===== src/design/masu_pkg.sv =====
`timescale 1ns / 1ps
// shared types and constants of the modular add/sub unit
// no dependencies; imported by every other file of the block
package masu_pkg;

   // word geometry of operands and results
   localparam int WORD_BITS       = 64;
   localparam int IO_WORDS        = 4;
   localparam int IO_BITS         = WORD_BITS * IO_WORDS;
   localparam int FIELD_WORDS_DEF = 4;

   // modulus register geometry
   localparam int MOD_TOP_BITS  = 25;
   localparam int MOD_BITS      = 3 * WORD_BITS + MOD_TOP_BITS;
   localparam int CSR_ADDR_BITS = 5;
   localparam int CSR_DATA_BITS = 64;

   // operation codes carried by each item
   typedef enum logic [2:0] {
      MODE_ADD     = 3'd0,
      MODE_SUB     = 3'd1,
      MODE_SUB2P   = 3'd2,
      MODE_SUB4P   = 3'd3,
      MODE_NEG     = 3'd4,
      MODE_HALVE   = 3'd5,
      MODE_CORRECT = 3'd6
   } mode_type;

   // modulus register indexes
   typedef enum logic [1:0] {
      CSR_MOD_WORD0 = 2'd0,
      CSR_MOD_WORD1 = 2'd1,
      CSR_MOD_WORD2 = 2'd2,
      CSR_MOD_WORD3 = 2'd3
   } csr_reg_type;

   // control that travels alongside the data between the two arithmetic stages
   typedef struct packed {
      mode_type mode;
      logic     borrow;
   } ctl_type;

endpackage


===== src/design/masu_csr.sv =====
`timescale 1ns / 1ps
// modulus registers behind the apb-style configuration port
// depends on masu_pkg
module masu_csr (
   input  logic                                 clock,
   input  logic                                 reset,
   input  logic                                 psel,
   input  logic                                 penable,
   input  logic                                 pwrite,
   input  logic [masu_pkg::CSR_ADDR_BITS-1:0]   paddr,
   input  logic [masu_pkg::CSR_DATA_BITS-1:0]   pwdata,
   output logic [masu_pkg::CSR_DATA_BITS-1:0]   prdata,
   output logic                                 pready,
   output logic [masu_pkg::MOD_BITS-1:0]        modulus
);
   import masu_pkg::*;

   logic [WORD_BITS-1:0]    mod_word0_ff, mod_word1_ff, mod_word2_ff;
   logic [MOD_TOP_BITS-1:0] mod_word3_ff;
   csr_reg_type             reg_sel;
   logic                    wr_en;

   // registers sit on 8-byte boundaries
   assign reg_sel = csr_reg_type'(paddr[CSR_ADDR_BITS-1:3]);
   assign wr_en   = psel & penable & pwrite;
   assign pready  = 1'b1;

   // register writes
   always_ff @(posedge clock) begin
      if (reset) begin
         mod_word0_ff <= '0;
         mod_word1_ff <= '0;
         mod_word2_ff <= '0;
         mod_word3_ff <= '0;
      end else if (wr_en) begin
         unique case (reg_sel)
            CSR_MOD_WORD0: mod_word0_ff <= pwdata;
            CSR_MOD_WORD1: mod_word1_ff <= pwdata;
            CSR_MOD_WORD2: mod_word2_ff <= pwdata;
            CSR_MOD_WORD3: mod_word3_ff <= pwdata[MOD_TOP_BITS-1:0];
            default: ;
         endcase
      end
   end

   // read mux
   always_comb begin
      unique case (reg_sel)
         CSR_MOD_WORD0: prdata = mod_word0_ff;
         CSR_MOD_WORD1: prdata = mod_word1_ff;
         CSR_MOD_WORD2: prdata = mod_word2_ff;
         CSR_MOD_WORD3: prdata = CSR_DATA_BITS'(mod_word3_ff);
         default:       prdata = '0;
      endcase
   end

   assign modulus = {mod_word3_ff, mod_word2_ff, mod_word1_ff, mod_word0_ff};

endmodule


===== config.mk =====
export PLATFORM = sky130hd
export DESIGN_NAME = masu_csr
export DESIGN_NICKNAME = d
export VERILOG_FILES = /design/src/design/masu_pkg.sv /design/src/design/masu_csr.sv
export SDC_FILE = /design/constraint.sdc
export NUM_CORES = 1
export LEC_CHECK = 0
export BUFFER_PORTS_ARGS = -buffer_cell sky130_fd_sc_hd__buf_2
export CAP_MARGIN = 20
export CORE_UTILIZATION = 54
export DETAILED_ROUTE_END_ITERATION = 8
export MAX_ROUTING_LAYER = met4
export PLACE_DENSITY_LB_ADDON = 0.3
export SLEW_MARGIN = 20
export SYNTH_ARGS = -nofsm -noshare
export SYNTH_HDL_FRONTEND = slang
export SYNTH_SLANG_ARGS = --single-unit

===== constraint.sdc =====
create_clock -name clock -period 2 [get_ports clock]
set_input_delay 0.1 -clock clock [delete_from_list [all_inputs] [get_ports clock]]
set_output_delay 0.1 -clock clock [all_outputs]
set_load 0.02 [all_outputs]

==> impl_metrics.env, run 1 <==
export IMPL_synth_warnings=0
export IMPL_port_buffers=351
export IMPL_floorplan_initialDensity=0.5571
export IMPL_drive_gt1_frac=0.3286
export IMPL_antenna_found_initial=2
export IMPL_arrival_ns=1.53
export IMPL_failed_checks="DRC"
export IMPL_clock_path_buffers=3
export IMPL_postCtsSetupRepairBufs=0
export IMPL_wl_per_cell_um=17.44
export IMPL_r2r_start="mod_word3_ff[17]$_SDFFE_PP0P_"
export IMPL_grt_max_degree=80
export IMPL_crit_start="paddr[4]"
export IMPL_place_gp_congestion=0.8267
export IMPL_grt_setup_unrepaired="no"
export IMPL_vdd_drop_max_v=0.0005139
export IMPL_grt_use_total=0.2915
export IMPL_die_x_um=139.1
export IMPL_dieArea_um2=19340
export IMPL_totalWireLength_mm=27.53
export IMPL_avgSynthCellArea_um2=10.77
export IMPL_tightest_slew_ns=0.5309
export IMPL_status="finished with violations"
export IMPL_post_dp_hpwl_mm=18.54
export IMPL_vias_per_cell=5.250
export IMPL_synth_top_area_frac=0.4283
export IMPL_synth_edf_count=0
export IMPL_synth_area_leader_cell="dfxtp_1"
export IMPL_root_buffer="clkbuf_16"
export IMPL_io_pins=356
export IMPL_required_ns=1.90
export IMPL_hold_start="reset"
export IMPL_postRouteAntennaNets=0
export IMPL_end_kind="primary output"
export IMPL_ys_types=22
export IMPL_clkSinkCount=217
export IMPL_htree_levels=1
export IMPL_cts_buffers=23
export IMPL_period_share=0.8130
export IMPL_cp_max_fo=39
export IMPL_syn_inst=942
export IMPL_final_setup_tns_ns=0
export IMPL_die_h_um=139.1
export IMPL_timing_hold_ws_ns=0.1603
export IMPL_min_period_ns=1.626
export IMPL_globalRouteOverflowTotal=0
export IMPL_synth_area_leaders="dfxtp_1 (43%), mux2i_1 (25%), nand2b_1 (17%)"
export IMPL_seq_area_frac_synth=0.4283
export IMPL_ys_seq_elements=217
export IMPL_setup_violations=0
export IMPL_synthArstFlopShare=0
export IMPL_synth_main_ff_cell="dfxtp_1"
export IMPL_drc_errors=25
export IMPL_drtPass1Iterations=8
export IMPL_worst_skew_pair_late_latency_ns=0.48
export IMPL_slew_headroom=0.6461
export IMPL_area_growth_pct=32.58
export IMPL_final_cell_mix="buf_2 (349), nand2b_1 (281), mux2i_1 (256)"
export IMPL_rows=49
export IMPL_synth_fp_nets=1016
export IMPL_drt_iter0_markers=368
export IMPL_grt_pass1_wl_mm=44.18
export IMPL_startpoint_type="input pin"
export IMPL_skew_ns=0
export IMPL_synthesis_area_um2=10140
export IMPL_nets=1407
export IMPL_maxCapViolCount=0
export IMPL_clk_pin_slew_ns=0.06
export IMPL_hp_class="in -> reg"
export IMPL_finalMaxSlewViolations=0
export IMPL_vias=8289
export IMPL_cts_tree="done"
export IMPL_grt_pass1_vias=8331
export IMPL_worstSetupPathType="in -> out"
export IMPL_cellPowerDensity_nw_per_um2=724.4
export IMPL_timing_final_hold_violations=0
export IMPL_core_area_um2=18210
export IMPL_fin_util=0.7385
export IMPL_final_common_cell="buf_2"
export IMPL_p_leak_uw=0.006942
export IMPL_max_freq_mhz=615.0
layer usage:
| layer | vias up | global-route usage | wire, um |
|---|---|---|---|
| met1 | 3981 | 0.3385 | 11250 |
| met3 | 48 | 0.06146 | 1945 |
| met4 | 0 | 0.09357 | 731 |
| met2 | 296 | 0.5016 | 13610 |
| li1 | 3964 | - | - |
| met5 | - | - | 0 |
through the flow:
stage | total power (uW) | cells | cell area, um^2 | setup WS [ns]
2_1_floorplan | 5042 | 942 | 10140 | 0.6533
3_3_place_gp | 5276 | 1473 | 12010 | 0.3618
3_5_place_dp | 5286 | 1473 | 12010 | 0.3436
4_1_cts | 9812 | 1577 | 13440 | 0.3490
5_1_grt | 10060 | 1579 | 13450 | 0.2104
6_report | 9742 | 1579 | 13450 | 0.3740
path summary, 6_finish.rpt:
kind                                   end  slack (ns)  cells after the start
max                             prdata[63]        0.37                      6
min           mod_word0_ff[9]$_SDFFE_PP0P_        0.16                      3
max reg2reg  mod_word3_ff[17]$_SDFFE_PP0P_        1.32                      2
min reg2reg  mod_word0_ff[24]$_SDFFE_PP0P_        0.49                      2
final cells by class:
| type | instances | area, um^2 |
|---|---|---|
| clock inverter | 10 | 160.2 |
| clock buffer | 30 | 631.9 |
| antenna | 2 | 5.005 |
| fill | 1317 | 4761 |
| tap | 229 | 286.5 |
| multi-input combinational | 650 | 5319 |
| sequential | 217 | 4344 |
| timing repair buffer | 441 | 2701 |
flip-flops by register name (all words and copies together), names as in the netlist:
signal / cells
mod_word0_ff: 64
mod_word1_ff: 64
mod_word2_ff: 64
mod_word3_ff: 25
cells by family after synthesis:
logic type,after synthesis,synth area share
and+or+nand+nor,329,0.1954
DFF,217,0.4283
AOI/OAI and AO/OA,39,0.01924
buffers and inverters,75,0.04860
muxes,281,0.3081
other,1,0.0003697
power breakdown:
part	total, uW	leakage (uW)	internal (uW)	switching (uW)
combinational	871	0.00480	422	449
clock	4450	0.000387	2750	1700
sequential	4430	0.00175	4380	47.2
total	9740	0.00694	7550	2200
cells in the mapped netlist, drive strengths merged (2+ instances only):
cell    instances
buf            41
dfxtp         217
nand3           2
o21ai          39
mux4           25
mux2i         256
clkbuf         34
nand2          40
nand2b        281
repair_timing:
action                                 4_1_cts  5_1_grt
endpoints found under the hold margin      215        0
resized for setup                            0        0
setup endpoints to repair                    0        0
hold buffers                                64        0
worst max-delay path: stages:
cell and delay [ns]:
buf_2 0.33, nor2b_4 0.25, buf_4 0.41, nand2_1 0.12
o21ai_0 0.09, buf_2 0.19
Note: power is estimated with default switching activity, not from simulation.
==> run 2, diff against run 1 <==
- ABC_AREA: unset -> 1
- CORE_UTILIZATION: 54 -> 50
- clock period: 2 -> 1.6 ns (I/O delays scaled with it)
==> run 2 against run 1 <==
- wire length rose by 17%
- first-iteration DRC count is 110% higher
- combinational power grew 75%
- core utilization is 5.2 points lower
- register-to-register slack worse by 0.38 ns
- clock power is 28% higher
- the run now ends clean
- count of clock-buffer cells in the layout did not move
- non-clock buffer count rose by 1
- worst setup slack worse by 0.17 ns
- die area increased by 6.0%
==> impl_metrics.env, run 2 <==
export IMPL_startpoint_type="input pin"
export IMPL_setup_violations=0
export IMPL_yosys_area_share_simple=0.4809
export IMPL_ys_types=14
export IMPL_synthAdderAreaFrac=0
export IMPL_rows=51
export IMPL_avgSynthCellArea_um2=6.372
export IMPL_worst_path_buf_inv=4
export IMPL_status="finished, final reports clean"
export IMPL_synth_xor_area_share=0
export IMPL_io_pins=356
export IMPL_cp_slowest_stage_delay_ns=0.30
export IMPL_pwr_share_clk=0.443
export IMPL_htree_levels=1
export IMPL_grt_pass1_wl_mm=49.35
export IMPL_p_leak_uw=0.006732
export IMPL_synthesis_area_um2=9966
export IMPL_synth_most_common_cell="nand2_1"
export IMPL_grt_use_total=0.3087
export IMPL_drc_errors=0
export IMPL_synth_top_family_by_area="simple AND/OR/NAND/NOR gates"
export IMPL_ys_top_cells_by_count="nand2_1 (439), nor2_1 (437), nand3_1 (256)"
export IMPL_die_x_um=143.2
export IMPL_timing_final_hold_violations=0
export IMPL_worst_skew_pair_late_latency_ns=0.50
export IMPL_antenna_found_initial=1
export IMPL_vias_per_cell=5.125
export IMPL_end_kind="primary output"
export IMPL_synth_fp_nets=1638
export IMPL_power_switching_share=0.2532
export IMPL_synth_area_mux_share=0
export IMPL_port_buffers=351
export IMPL_path_delay_family="buffers and inverters"
export IMPL_drtPass1Iterations=5
export IMPL_drt_iter0_markers=759
export IMPL_core_area_um2=19530
export IMPL_dieArea_um2=20500
export IMPL_arrival_ns=1.32
export IMPL_ys_seq_elements=217
export IMPL_ctsResizeCount=0
export IMPL_min_period_ns=1.398
export IMPL_finalMaxSlewViolations=0
export IMPL_grt_pass1_vias=9904
export IMPL_seqPwrFrac=0.438
export IMPL_clk_pin_slew_ns=0.06
export IMPL_synth_warnings=0
export IMPL_area_growth_pct=34.59
export IMPL_vdd_drop_max_v=0.0006500
export IMPL_nets=1991
export IMPL_synth_top_area_frac=0.4359
export IMPL_required_ns=1.52
export IMPL_path_common_cell="buf_2"
export IMPL_wl_per_cell_um=14.65
export IMPL_clock_path_buffers=3
export IMPL_crit_chain="buf_2 -> inv_1 -> nor2_4 -> buf_12 -> nand2_1 -> nand3_1 -> buf_2"
export IMPL_globalRouteOverflowTotal=0
export IMPL_syn_inst=1564
export IMPL_vias=11280
export IMPL_skew_ns=0
export IMPL_grt_max_degree=72
export IMPL_root_buffer="clkbuf_16"
export IMPL_synth_area_leaders="dfxtp_1 (44%), nand2_1 (17%), nor2_1 (16%)"
export IMPL_cp_max_fo=64
export IMPL_final_cell_mix="nand2_1 (439), nor2_1 (434), buf_2 (351)"
export IMPL_reg_largest_list="mod_word0_ff (64), mod_word1_ff (64), mod_word2_ff (64)"
export IMPL_combPwrFrac=0.118
export IMPL_synthArstFlopShare=0
export IMPL_totalWireLength_mm=32.23
export IMPL_floorplan_initialDensity=0.5104
export IMPL_critPathSlowestCell="buf_12"
export IMPL_synth_area_leader_cell="dfxtp_1"
export IMPL_postRouteAntennaNets=0
export IMPL_synth_edf_count=0
export IMPL_post_dp_hpwl_mm=20.00
export IMPL_final_common_cell="nand2_1"
export IMPL_grt_setup_unrepaired="no"
export IMPL_worstSetupPathType="in -> out"
export IMPL_final_setup_tns_ns=0
export IMPL_synth_compound_area_frac=0
export IMPL_timing_hold_ws_ns=0.01346
export IMPL_p_int_uw=9582
export IMPL_seq_area_frac_synth=0.4359
export IMPL_hp_class="in -> reg"
export IMPL_period_share=0.8734
export IMPL_p_switching_uw=3248
export IMPL_maxCapViolCount=0
export IMPL_cts_tree="done"
export IMPL_die_h_um=143.2
export IMPL_max_freq_mhz=715.6
export IMPL_clkSinkCount=217
export IMPL_synth_main_ff_cell="dfxtp_1"
export IMPL_drive_gt1_frac=0.2219
export IMPL_place_gp_congestion=0.8574
export IMPL_cellPowerDensity_nw_per_um2=956.5
export IMPL_cts_buffers=23
==> run 2: cell types whose count changed in the layout (fill, tap and decap cells not counted), moves of 66 or more <==
cell / change
nand2b_1: -281
inv_1: +66
nand2_1: +400
mux2i_1: -256
nor2_1: +434
nand3_1: +255
==> run 2: power by group through the flow <==
stage | combinational, uW | sequential [uW] | clock, uW
final | 1520 | 5620 | 5690
after global routing | 1660 | 5630 | 5970
after CTS | 1510 | 5620 | 5760
after detailed placement | 1370 | 5740 | 0
after global placement | 1360 | 5740 | 0
after floorplan | 761 | 5870 | 0
==> run 2: kinds of logic (layout without fill, tap and decap cells) <==
family	count (synthesis)	after routing
other	1	3
AND/OR/NAND/NOR	1163	1163
flip-flops	217	217
buffers and inverters	183	552
==> run 2: final timing paths <==
kind              slack (ns)                            end  depth (start not counted)                          start
hold reg to reg         0.50   mod_word0_ff[9]$_SDFFE_PP0P_                          2   mod_word0_ff[9]$_SDFFE_PP0P_
setup / recovery        0.20                     prdata[50]                          7                       paddr[4]
hold / removal          0.01  mod_word1_ff[50]$_SDFFE_PP0P_                          4                          reset
setup reg to reg        0.94  mod_word1_ff[48]$_SDFFE_PP0P_                          2  mod_word1_ff[48]$_SDFFE_PP0P_
==> run 2: timing repair <==
| item | 4_1_cts | 5_1_grt |
|---|---|---|
| endpoints found under the hold margin | 217 | 0 |
| hold buffers | 64 | 0 |
| setup buffers | 0 | 0 |
==> run 2: routing by layer <==
layer  up-vias  global-route usage  wire length [um]
met5         -                   -                 0
met4         0              0.1477              1199
met3        92             0.05701              2691
met2       536              0.5114             15430
met1      5084              0.3601             12910
li1       5563                   -                 -
==> run 2: area by class of cell <==
cell class,count,area (um^2)
Antenna cell,2,5.005
Clock buffer,30,651.9
Clock inverter,11,160.2
Fill cell,1685,6113
Inverter,69,264.0
Multi-Input combinational cell,1164,4818
Sequential cell,217,4344
Tap cell,265,331.6
Timing Repair Buffer,442,2838
==> run 2: through the flow <==
| stage | total power [uW] | cell area, um^2 | util | instances | worst slack (ns) |
|---|---|---|---|---|---|
| detailed placement | 7115 | 11960 | 0.6123 | 2093 | 0.2433 |
| floorplan | 6626 | 9966 | - | 1564 | 0.6226 |
| CTS | 12890 | 13410 | 0.6867 | 2198 | 0.2253 |
| global route | 13260 | 13410 | 0.6868 | 2199 | 0.1489 |
| global placement | 7093 | 11960 | 0.6123 | 2093 | 0.2761 |
| finish | 12830 | 13410 | 0.6869 | 2200 | 0.2025 |
==> run 2: worst min-delay path, cell delays in order <==
cell     delay (ns)
buf_2          0.12
inv_6          0.13
nand2_1        0.11
nor2_1         0.03
